### src/hdl/dq_pkg.sv
// ----------------------------------------------------------------------------
// dq_pkg
// Types and constants shared by the double-ended queue and its test bench.
// ----------------------------------------------------------------------------
`default_nettype none

package dq_pkg;

  localparam int DEPTH = 16;
  localparam int IDX_W = $clog2(DEPTH);
  localparam int CNT_W = $clog2(DEPTH + 1);
  localparam int WORD_W = 32;

  localparam logic [2:0] OP_PUSH_FRONT = 3'd0;
  localparam logic [2:0] OP_PUSH_BACK  = 3'd1;
  localparam logic [2:0] OP_POP_FRONT  = 3'd2;
  localparam logic [2:0] OP_POP_BACK   = 3'd3;
  localparam logic [2:0] OP_PEEK_FRONT = 3'd4;
  localparam logic [2:0] OP_PEEK_BACK  = 3'd5;

  localparam logic [1:0] ST_OK    = 2'd0;
  localparam logic [1:0] ST_EMPTY = 2'd1;
  localparam logic [1:0] ST_FULL  = 2'd2;

  typedef struct packed {
    logic [2:0]               operation;
    logic signed [WORD_W-1:0] push_value;
  } dq_in_t;

  typedef struct packed {
    logic signed [WORD_W-1:0] read_value;
    logic [1:0]               status;
  } dq_out_t;

endpackage

`default_nettype wire

### src/hdl/double_ended_queue.sv
// ----------------------------------------------------------------------------
// double_ended_queue
// Bounded deque of 32-bit signed words held in a ring buffer RAM.
// ----------------------------------------------------------------------------
// A request beat is taken when start is high and busy is low; busy is never
// raised, so one request may be issued every cycle. in_item carries the
// operation and, for pushes, the word to store.
// Every request produces exactly one result beat: out_valid is high for one
// cycle, in the cycle after the request was taken, with out_item holding the
// word popped or peeked (zero otherwise) and the status (ok, empty, full).
// The result word comes from the registered read port of the entry RAM;
// throughput is one request per cycle.
// Front index and count live in registers and are updated when the request
// is taken; a push writes the RAM in that same cycle, so a read issued on the
// next cycle already sees the word.
// Reset (rst_n low, synchronous) empties the queue; RAM contents are left
// as they are and are never read before being written.
// The receiver cannot stall: a result must be taken in the cycle it appears.
// ----------------------------------------------------------------------------
`default_nettype none

module double_ended_queue (
  input  wire logic            clk,
  input  wire logic            rst_n,
  input  wire logic            start,
  output logic                 busy,
  input  wire dq_pkg::dq_in_t  in_item,
  output logic                 out_valid,
  output dq_pkg::dq_out_t      out_item
);

  logic [dq_pkg::IDX_W-1:0]  front_r, front_nxt;
  logic [dq_pkg::CNT_W-1:0]  count_r, count_nxt;
  logic                      valid_r, valid_nxt;
  logic                      rd_sel_r, rd_sel_nxt;
  logic [1:0]                status_r, status_nxt;

  logic                      accept;
  logic                      is_full, is_empty;
  logic [dq_pkg::IDX_W-1:0]  back_pos, last_pos;
  logic                      wr_en;
  logic [dq_pkg::IDX_W-1:0]  wr_addr;
  logic                      rd_en;
  logic [dq_pkg::IDX_W-1:0]  rd_addr;
  logic [dq_pkg::WORD_W-1:0] rd_data;

  assign busy     = 1'b0;
  assign accept   = start && !busy;
  assign is_full  = (count_r == dq_pkg::CNT_W'(dq_pkg::DEPTH));
  assign is_empty = (count_r == '0);
  // ring positions wrap through index width (depth is a power of two)
  assign back_pos = front_r + count_r[dq_pkg::IDX_W-1:0];
  assign last_pos = back_pos - dq_pkg::IDX_W'(1);

  always_comb begin
    front_nxt  = front_r;
    count_nxt  = count_r;
    valid_nxt  = accept;
    rd_sel_nxt = 1'b0;
    status_nxt = dq_pkg::ST_OK;
    wr_en      = 1'b0;
    wr_addr    = back_pos;
    rd_en      = 1'b0;
    rd_addr    = front_r;
    if (accept) begin
      case (in_item.operation)
        dq_pkg::OP_PUSH_FRONT: begin
          if (is_full) begin
            status_nxt = dq_pkg::ST_FULL;
          end else begin
            front_nxt = front_r - dq_pkg::IDX_W'(1);
            wr_en     = 1'b1;
            wr_addr   = front_r - dq_pkg::IDX_W'(1);
            count_nxt = count_r + dq_pkg::CNT_W'(1);
          end
        end
        dq_pkg::OP_PUSH_BACK: begin
          if (is_full) begin
            status_nxt = dq_pkg::ST_FULL;
          end else begin
            wr_en     = 1'b1;
            wr_addr   = back_pos;
            count_nxt = count_r + dq_pkg::CNT_W'(1);
          end
        end
        dq_pkg::OP_POP_FRONT, dq_pkg::OP_PEEK_FRONT: begin
          if (is_empty) begin
            status_nxt = dq_pkg::ST_EMPTY;
          end else begin
            rd_en      = 1'b1;
            rd_addr    = front_r;
            rd_sel_nxt = 1'b1;
            if (in_item.operation == dq_pkg::OP_POP_FRONT) begin
              front_nxt = front_r + dq_pkg::IDX_W'(1);
              count_nxt = count_r - dq_pkg::CNT_W'(1);
            end
          end
        end
        dq_pkg::OP_POP_BACK, dq_pkg::OP_PEEK_BACK: begin
          if (is_empty) begin
            status_nxt = dq_pkg::ST_EMPTY;
          end else begin
            rd_en      = 1'b1;
            rd_addr    = last_pos;
            rd_sel_nxt = 1'b1;
            if (in_item.operation == dq_pkg::OP_POP_BACK) begin
              count_nxt = count_r - dq_pkg::CNT_W'(1);
            end
          end
        end
        default: begin
        end
      endcase
    end
  end

  always_ff @(posedge clk) begin
    if (!rst_n) begin
      front_r  <= '0;
      count_r  <= '0;
      valid_r  <= 1'b0;
      rd_sel_r <= 1'b0;
      status_r <= dq_pkg::ST_OK;
    end else begin
      front_r  <= front_nxt;
      count_r  <= count_nxt;
      valid_r  <= valid_nxt;
      rd_sel_r <= rd_sel_nxt;
      status_r <= status_nxt;
    end
  end

  dq_ram #(
    .WIDTH (dq_pkg::WORD_W),
    .DEPTH (dq_pkg::DEPTH)
  ) u_entry_ram (
    .clk     (clk),
    .wr_en   (wr_en),
    .wr_addr (wr_addr),
    .wr_data (in_item.push_value),
    .rd_en   (rd_en),
    .rd_addr (rd_addr),
    .rd_data (rd_data)
  );

  assign out_valid           = valid_r;
  assign out_item.read_value = rd_sel_r ? rd_data : '0;
  assign out_item.status     = status_r;

endmodule

`default_nettype wire

### src/hdl/dq_ram.sv
// ----------------------------------------------------------------------------
// dq_ram
// Generic single-port-write, single-port-read RAM with registered read data.
// ----------------------------------------------------------------------------
`default_nettype none

module dq_ram #(
  parameter int WIDTH = 32,
  parameter int DEPTH = 16
) (
  input  wire logic                     clk,
  input  wire logic                     wr_en,
  input  wire logic [$clog2(DEPTH)-1:0] wr_addr,
  input  wire logic [WIDTH-1:0]         wr_data,
  input  wire logic                     rd_en,
  input  wire logic [$clog2(DEPTH)-1:0] rd_addr,
  output logic      [WIDTH-1:0]         rd_data
);

  logic [WIDTH-1:0] mem [DEPTH];

  always_ff @(posedge clk) begin
    if (wr_en) begin
      mem[wr_addr] <= wr_data;
    end
    if (rd_en) begin
      rd_data <= mem[rd_addr];
    end
  end

endmodule

`default_nettype wire

### config.mk
export PLATFORM = sky130hd
export DESIGN_NAME = double_ended_queue
export DESIGN_NICKNAME = d
export VERILOG_FILES = /design/src/hdl/dq_pkg.sv /design/src/hdl/double_ended_queue.sv /design/src/hdl/dq_ram.sv
export SDC_FILE = /design/constraint.sdc
export NUM_CORES = 1
export LEC_CHECK = 0
export BUFFER_PORTS_ARGS = -buffer_cell sky130_fd_sc_hd__buf_2
export CAP_MARGIN = 40
export CORE_MARGIN = 2
export CORE_UTILIZATION = 56
export DETAILED_ROUTE_END_ITERATION = 12
export HOLD_SLACK_MARGIN = 0.15
export PLACE_DENSITY = 0.84
export SYNTH_ARGS = -nofsm -noshare
export SYNTH_HDL_FRONTEND = slang
export SYNTH_SLANG_ARGS = --single-unit
### constraint.sdc
create_clock -name clk -period 5.7 [get_ports clk]
set_clock_uncertainty 0.1 [all_clocks]
set_input_delay 0.855 -clock clk [delete_from_list [all_inputs] [get_ports clk]]
set_output_delay 0.855 -clock clk [all_outputs]
set_load 0.05 [all_outputs]
==> results_dict.tcl, run 1 <==
set metrics [dict create \
    post-cts-setup-buffer-count 0 \
    drt_drc 0 \
    power_frac_clock_pct 36.2 \
    vias 11855 \
    final_cells 1903 \
    grt_first_pass_wirelength_um 71250 \
    dp_slack_ns 1.327 \
    cts_buffer_depth 3 \
    finish.utilization_pct 63.40 \
    grt_max_degree 130 \
    vdd_ir_drop_max_mv 0.2162 \
    antenna_found_initial 0 \
    register_bit_count_reported_by_yosys 557 \
    layout_commonest_cell "sky130_fd_sc_hd__edfxtp_1" \
    final_critical_period_ns 4.206 \
    finish.net_count 1394 \
    postSynth.topFlopCell "sky130_fd_sc_hd__edfxtp_1" \
    ant_nets 0 \
    power_per_cell_area_nw_per_um2 349.8 \
    dieHeight_um 204.4 \
    pwr-share-comb_pct 11.5 \
    swShare_pct 22.96 \
    avgSynthCellArea_um2 17.98 \
    p_switching_mw 2.023 \
    synth_enable_flop_cells 544 \
    critical_path_peak_fanout 19 \
    finalSetupTns_ns 0 \
    clock_sinks 557 \
    tightest_slew_ns 0.9185 \
    syn-num-nets 1300 \
    floorplan.initialDensity_pct 56.61 \
    worstPathArrival_ns 4.42 \
    die_w_um 204.4 \
    postRouteWirelength_um 47580 \
    static-leakage-power_nw 9.615 \
    async_reset_ff_share_pct 0 \
    diodes 0 \
    placedCellCount 1817 \
    post_drt_via_cell_ratio 6.230 \
    cts_repair_resize_count 0 \
    leading_cell_types_by_total_area_after_synthesis "sky130_fd_sc_hd__edfxtp_1, sky130_fd_sc_hd__mux2i_1, sky130_fd_sc_hd__a221oi_2" \
    synthDominantCellAreaShare_pct 72.63 \
    final_critical_path_setup_slack_ns 1.494 \
    dieArea_um2 41790 \
    finalHoldViolations 0 \
    cap_viol_max_count 0 \
    io_pins 74 \
    end_kind "register" \
    rsz0062_at_grt "false" \
    wl_per_cell_um 25.00 \
    cts-htree-levels 2 \
    cts_clock_pin_slew_for_the_worst_setup_and_hold_paths_ns 0.06 \
    final-max-slew-violation-count 0 \
    min-delay-path-class "reg -> reg" \
    worst_slew_margin_rel_pct 38.62 \
    core_um2 39730 \
    grt_overflow 0 \
    grt_pass1_vias 11969 \
    layout_common_cells "sky130_fd_sc_hd__edfxtp_1, sky130_fd_sc_hd__mux2i_1, sky130_fd_sc_hd__nand2_1, sky130_fd_sc_hd__buf_2, sky130_fd_sc_hd__clkbuf_16" \
    drt_initial_violations 1292 \
    postSynthCellCount 1251 \
    p_total_mw 8.812 \
    yosys.cell_types.count 48 \
    std_cell_rows 73 \
    dr.pass1.iters 5 \
    timing.final.setup_violations 0 \
    netlist.top_cell.by_area "sky130_fd_sc_hd__edfxtp_1" \
    internal_power_mw 6.789 \
    yosys_warnings 0 \
    root_buffer "sky130_fd_sc_hd__clkbuf_16" \
    cts_tree "done" \
    status "completed" \
    gp_routability_congestion 0.7994 \
    p_seq_share_pct 52.3 \
    fmaxAchievable_mhz 237.8 \
    grt_util_all_layers_pct 23.01 \
    design_area_um2 25190 \
    cts_made_buffers 51 \
    worst_skew_pair.late_latency_ns 0.58 \
    final.period_utilization_pct 73.78 \
    timing.setup.critical_path_class "reg -> reg" \
    dp_hpwl_um 26190 \
    area_growth_pct 11.99 \
    start_kind "register" \
    io_buffers 72 \
    critical_path_required_ns 5.91 \
    share_of_post_route_cells_with_drive_strength_above_1_pct 18.94 \
    syn_area_um2 22490 \
    dpl-instance-area_um2 23650 \
    cts_hold_repair.buffers 0 \
    worst_hold_slack_ns 0.4548 \
    sequential_element_share_of_the_synthesized_area_pct 73.78 \
]
==> layout make-up <==
class | instances | area (µm²)
Clock buffer | 61 | 1356
Clock inverter | 25 | 186.4
Fill cell | 2594 | 14540
Inverter | 13 | 48.80
Multi-Input combinational cell | 612 | 5579
Sequential cell | 557 | 16600
Tap cell | 525 | 656.9
Timing Repair Buffer | 110 | 765.7
==> power groups by stage <==
| stage | combinational [mW] | sequential, mW | clock (mW) |
|---|---|---|---|
| after floorplan | 0.735 | 4.69 | 0 |
| after global placement | 0.961 | 4.69 | 0 |
| after detailed placement | 1.00 | 4.69 | 0 |
| after CTS | 1.01 | 4.61 | 3.23 |
| after global routing | 1.08 | 4.61 | 3.37 |
| final | 1.01 | 4.61 | 3.19 |
==> state kept, by name (all words and copies together), names as in the netlist <==
register / cells
out_valid: 1
u_entry_ram.mem: 512
front_r: 4
rd_sel_r: 1
status_r: 2
count_r: 5
u_entry_ram.rd_data: 32
==> per-layer routing <==
layer	global-route usage (%)	vias up	routed length (µm)
met5	0	-	0
met1	30.50	6054	18800
met3	3.651	103	3596
li1	-	5158	-
met2	38.63	540	23690
met4	8.592	0	1492
==> cell families (layout without fill, tap and decap cells) <==
kind of cell,count (synthesis),in the layout,synth area share [%]
other cells,1,1,0.01667
fa+ha+maj,11,11,0.6787
xor+xnor,19,19,0.7732
mux,262,262,11.87
buf+inv,82,209,2.258
flops,557,557,73.78
compound gates,152,152,7.209
simple gates,167,167,3.415
==> worst paths after layout <==
kind                                                          end                    start  cells past startpoint  slack [ns]
worst max-delay path            u_entry_ram.rd_data[14]$_DFFE_PP_  front_r[0]$_SDFFE_PN0P_                     11        1.49
worst min-delay path                      count_r[3]$_SDFFE_PN0P_  count_r[3]$_SDFFE_PN0P_                      2        0.45
worst max register to register  u_entry_ram.rd_data[14]$_DFFE_PP_  front_r[0]$_SDFFE_PN0P_                     11        1.49
worst min register to register            count_r[3]$_SDFFE_PN0P_  count_r[3]$_SDFFE_PN0P_                      2        0.45
==> worst max-delay path, stage by stage (launching register included) <==
cell and delay [ns]:
sky130_fd_sc_hd__dfxtp_1 0.54, sky130_fd_sc_hd__ha_1 0.26, sky130_fd_sc_hd__fa_1 0.47, sky130_fd_sc_hd__inv_1 0.11, sky130_fd_sc_hd__ha_1 0.16, sky130_fd_sc_hd__xor2_1 0.28, sky130_fd_sc_hd__mux2_4 0.33, sky130_fd_sc_hd__and2_1 0.64
sky130_fd_sc_hd__buf_4 0.46, sky130_fd_sc_hd__a22o_1 0.23, sky130_fd_sc_hd__a221oi_1 0.06, sky130_fd_sc_hd__mux2_1 0.31
==> cells in the mapped netlist, types with 2 or more instances <==
| cell | n |
|---|---|
| sky130_fd_sc_hd__mux2_2 | 18 |
| sky130_fd_sc_hd__nor2_1 | 23 |
| sky130_fd_sc_hd__a32o_1 | 33 |
| sky130_fd_sc_hd__nor3_1 | 3 |
| sky130_fd_sc_hd__nand3_1 | 2 |
| sky130_fd_sc_hd__xor2_1 | 4 |
| sky130_fd_sc_hd__buf_4 | 17 |
| sky130_fd_sc_hd__o31ai_2 | 2 |
| sky130_fd_sc_hd__a221oi_2 | 39 |
| sky130_fd_sc_hd__a221oi_1 | 25 |
| sky130_fd_sc_hd__a21oi_1 | 4 |
| sky130_fd_sc_hd__buf_6 | 12 |
| sky130_fd_sc_hd__nor2b_1 | 3 |
| sky130_fd_sc_hd__and2_1 | 42 |
| sky130_fd_sc_hd__nand2_1 | 87 |
| sky130_fd_sc_hd__clkbuf_1 | 12 |
| sky130_fd_sc_hd__buf_2 | 25 |
| sky130_fd_sc_hd__inv_1 | 12 |
| sky130_fd_sc_hd__dfxtp_1 | 13 |
| sky130_fd_sc_hd__xnor2_1 | 14 |
| sky130_fd_sc_hd__mux2_1 | 15 |
| sky130_fd_sc_hd__nor4_1 | 4 |
| sky130_fd_sc_hd__nand2b_1 | 2 |
| sky130_fd_sc_hd__a22o_1 | 32 |
| sky130_fd_sc_hd__mux2i_1 | 228 |
| sky130_fd_sc_hd__ha_1 | 9 |
| sky130_fd_sc_hd__o211a_1 | 2 |
| sky130_fd_sc_hd__edfxtp_1 | 544 |
| sky130_fd_sc_hd__a21o_1 | 4 |
| sky130_fd_sc_hd__o21ai_0 | 2 |
| sky130_fd_sc_hd__fa_1 | 2 |
Note: power is estimated with default switching activity, not from simulation.
==> run 2, diff against run 1 <==
ABC_AREA = 1   (was not set)
clock period = 3.9 ns   (was 5.7 ns; I/O delays follow)
==> run 2 against run 1 <==
Compared with the run above:
- total power is 46% higher
- register-to-register slack worse by 1.0 ns
- die area up 9.4%
- largest cell class unchanged
- highest routed layer unchanged
==> results_dict.tcl, run 2 <==
set metrics [dict create \
    status "completed" \
    cts_clock_pin_slew_for_the_worst_setup_and_hold_paths_ns 0.07 \
    largest-register "u_entry_ram.mem" \
    share_of_post_route_cells_with_drive_strength_above_1_pct 9.010 \
    yosys_warnings 0 \
    drt_drc 0 \
    cts_tree "done" \
    power_per_cell_area_nw_per_um2 468.3 \
    grt_first_pass_wirelength_um 93980 \
    ant_nets 0 \
    ff2ff_setup_slack_ns 0.47 \
    synthDominantCellAreaShare_pct 66.26 \
    finish.net_count 2496 \
    root_buffer "sky130_fd_sc_hd__clkbuf_16" \
    yosys.cell_types.count 37 \
    worstPathArrival_ns 3.61 \
    tightest_slew_ns 0.6903 \
    synth_enable_flop_cells 544 \
    multi_input_area_um2 5574 \
    gp_routability_congestion 0.8547 \
    pwr-share-comb_pct 10.9 \
    finalSetupTns_ns 0 \
    drt_initial_violations 2113 \
    std_cell_rows 76 \
    synth_commonest_cells "sky130_fd_sc_hd__nand2_1, sky130_fd_sc_hd__edfxtp_1, sky130_fd_sc_hd__inv_1" \
    critical_path_peak_fanout 13 \
    critical_path_required_ns 4.08 \
    netlist.top_cell.by_area "sky130_fd_sc_hd__edfxtp_1" \
    internal_power_mw 9.709 \
    p_total_mw 12.87 \
    power_frac_clock_pct 36.9 \
    layout.filler_cells 3070 \
    final_critical_period_ns 3.428 \
    cts_made_buffers 52 \
    area_growth_pct 11.49 \
    grt_util_all_layers_pct 27.17 \
    vdd_ir_drop_max_mv 0.3319 \
    grt_max_degree 73 \
    dieArea_um2 45720 \
    postRouteWirelength_um 61180 \
    io_buffers 72 \
    grt_pass1_vias 17267 \
    min-delay-path-class "in -> reg" \
    clock_sinks 557 \
    p_seq_share_pct 52.2 \
    vias 17378 \
    floorplan.initialDensity_pct 56.98 \
    worst_skew_pair.late_latency_ns 0.58 \
    biggestRegsByFlops "u_entry_ram.mem: 512 flops, u_entry_ram.rd_data: 32 flops, count_r: 5 flops" \
    register_bit_count_reported_by_yosys 557 \
    finalHoldViolations 0 \
    post-cts-setup-buffer-count 0 \
    avgSynthCellArea_um2 10.35 \
    final_critical_path_setup_slack_ns 0.4725 \
    cts_repair_resize_count 0 \
    cts_hold_repair.buffers 1 \
    largest_register_ff_count 512 \
    timing.setup.critical_path_class "reg -> reg" \
    postSynth.topFlopCell "sky130_fd_sc_hd__edfxtp_1" \
    post_drt_via_cell_ratio 5.659 \
    dr.pass1.iters 6 \
    cap_viol_max_count 0 \
    final.period_utilization_pct 87.88 \
    swShare_pct 24.57 \
    p_switching_mw 3.162 \
    layout_common_cells "sky130_fd_sc_hd__nand2_1, sky130_fd_sc_hd__edfxtp_1, sky130_fd_sc_hd__inv_1, sky130_fd_sc_hd__nand3_1, sky130_fd_sc_hd__buf_2" \
    cts_buffer_depth 3 \
    dieHeight_um 213.8 \
    antenna_found_initial 0 \
    diodes 0 \
    dp_slack_ns 0.4412 \
    static-leakage-power_nw 11.94 \
    core_um2 43270 \
    postSynthCellCount 2381 \
    wl_per_cell_um 19.92 \
    grt_overflow 0 \
    cts-htree-levels 2 \
    timing.final.setup_violations 0 \
    async_reset_ff_share_pct 0 \
    yosys.cell_count.top_type "sky130_fd_sc_hd__nand2_1" \
    start_kind "register" \
    end_kind "register" \
    sequential_element_share_of_the_synthesized_area_pct 67.31 \
    syn-num-nets 2430 \
    io_pins 74 \
    finish.utilization_pct 63.53 \
    fmaxAchievable_mhz 291.8 \
    syn_area_um2 24650 \
    seqCellArea_um2 16600 \
    leading_cell_types_by_total_area_after_synthesis "sky130_fd_sc_hd__edfxtp_1, sky130_fd_sc_hd__nand3_1, sky130_fd_sc_hd__nand2_1" \
    dp_hpwl_um 35450 \
    worst_slew_margin_rel_pct 53.70 \
    final-max-slew-violation-count 0 \
    die_w_um 213.8 \
    rsz0062_at_grt "false" \
]
[run 2: logic make-up after synthesis]
group	Yosys count	share of synthesized area (%)
other	1	0.01521
adder cells (fa/ha/maj)	11	0.6191
AO/OA/AOI/OAI	27	0.5785
buffers and inverters	659	10.79
AND/OR/NAND/NOR	1116	20.32
flip-flops	557	67.31
XOR/XNOR	10	0.3552
[run 2: worst max-delay path: stages, from the launching register on]
cell and delay, ns:
sky130_fd_sc_hd__dfxtp_1 0.37, sky130_fd_sc_hd__ha_1 0.26, sky130_fd_sc_hd__fa_1 0.39, sky130_fd_sc_hd__or2_2 0.30, sky130_fd_sc_hd__nand2_1 0.13, sky130_fd_sc_hd__inv_1 0.05, sky130_fd_sc_hd__o21ai_0 0.36, sky130_fd_sc_hd__nand2_1 0.35
sky130_fd_sc_hd__nor2_4 0.50, sky130_fd_sc_hd__buf_4 0.31
[run 2: per-stage QoR]
| step | cell area [µm²] | instances | hold slack, ns |
|---|---|---|---|
| 3_3_place_gp | 25920 | 2977 | 0.3369 |
| 2_1_floorplan | 24650 | 2381 | 0.3217 |
| 6_report | 27490 | 3071 | 0.2365 |
| 4_1_cts | 27490 | 3071 | 0.2127 |
| 3_5_place_dp | 25920 | 2977 | 0.3492 |
| 5_1_grt | 27490 | 3071 | 0.2449 |
[run 2: power groups by stage]
| stage | sequential, mW | combinational (mW) | clock, mW |
|---|---|---|---|
| 2_1_floorplan | 6.84 | 0.901 | 0 |
| 3_3_place_gp | 6.84 | 1.32 | 0 |
| 3_5_place_dp | 6.84 | 1.37 | 0 |
| 4_1_cts | 6.71 | 1.39 | 4.77 |
| 5_1_grt | 6.72 | 1.53 | 4.99 |
| 6_report | 6.71 | 1.41 | 4.75 |
[run 2: final timing paths]
kind                           start                                to  cells past startpoint
max          front_r[0]$_SDFFE_PN0P_  u_entry_ram.mem[13][4]$_DFFE_PP_                      9
min                            rst_n           count_r[4]$_SDFFE_PN0P_                      3
max reg2reg  front_r[0]$_SDFFE_PN0P_  u_entry_ram.mem[13][4]$_DFFE_PP_                      9
min reg2reg  count_r[4]$_SDFFE_PN0P_           count_r[4]$_SDFFE_PN0P_                      1
[run 2: final cells by class]
| type | instances | area share [%] |
|---|---|---|
| multi-input combinational | 1165 | 20.28 |
| tap | 585 | 2.663 |
| inverter | 545 | 7.442 |
| clock buffer | 64 | 4.898 |
| timing repair buffer | 126 | 3.569 |
| clock inverter | 29 | 0.7738 |
| sequential | 557 | 60.38 |
[run 2: routing by layer]
metal  share of wire, %  track usage, %
met3                 11           4.306
met1                 36           34.80
met2                 49           45.59
met5                  0               0
met4                4.3           13.12
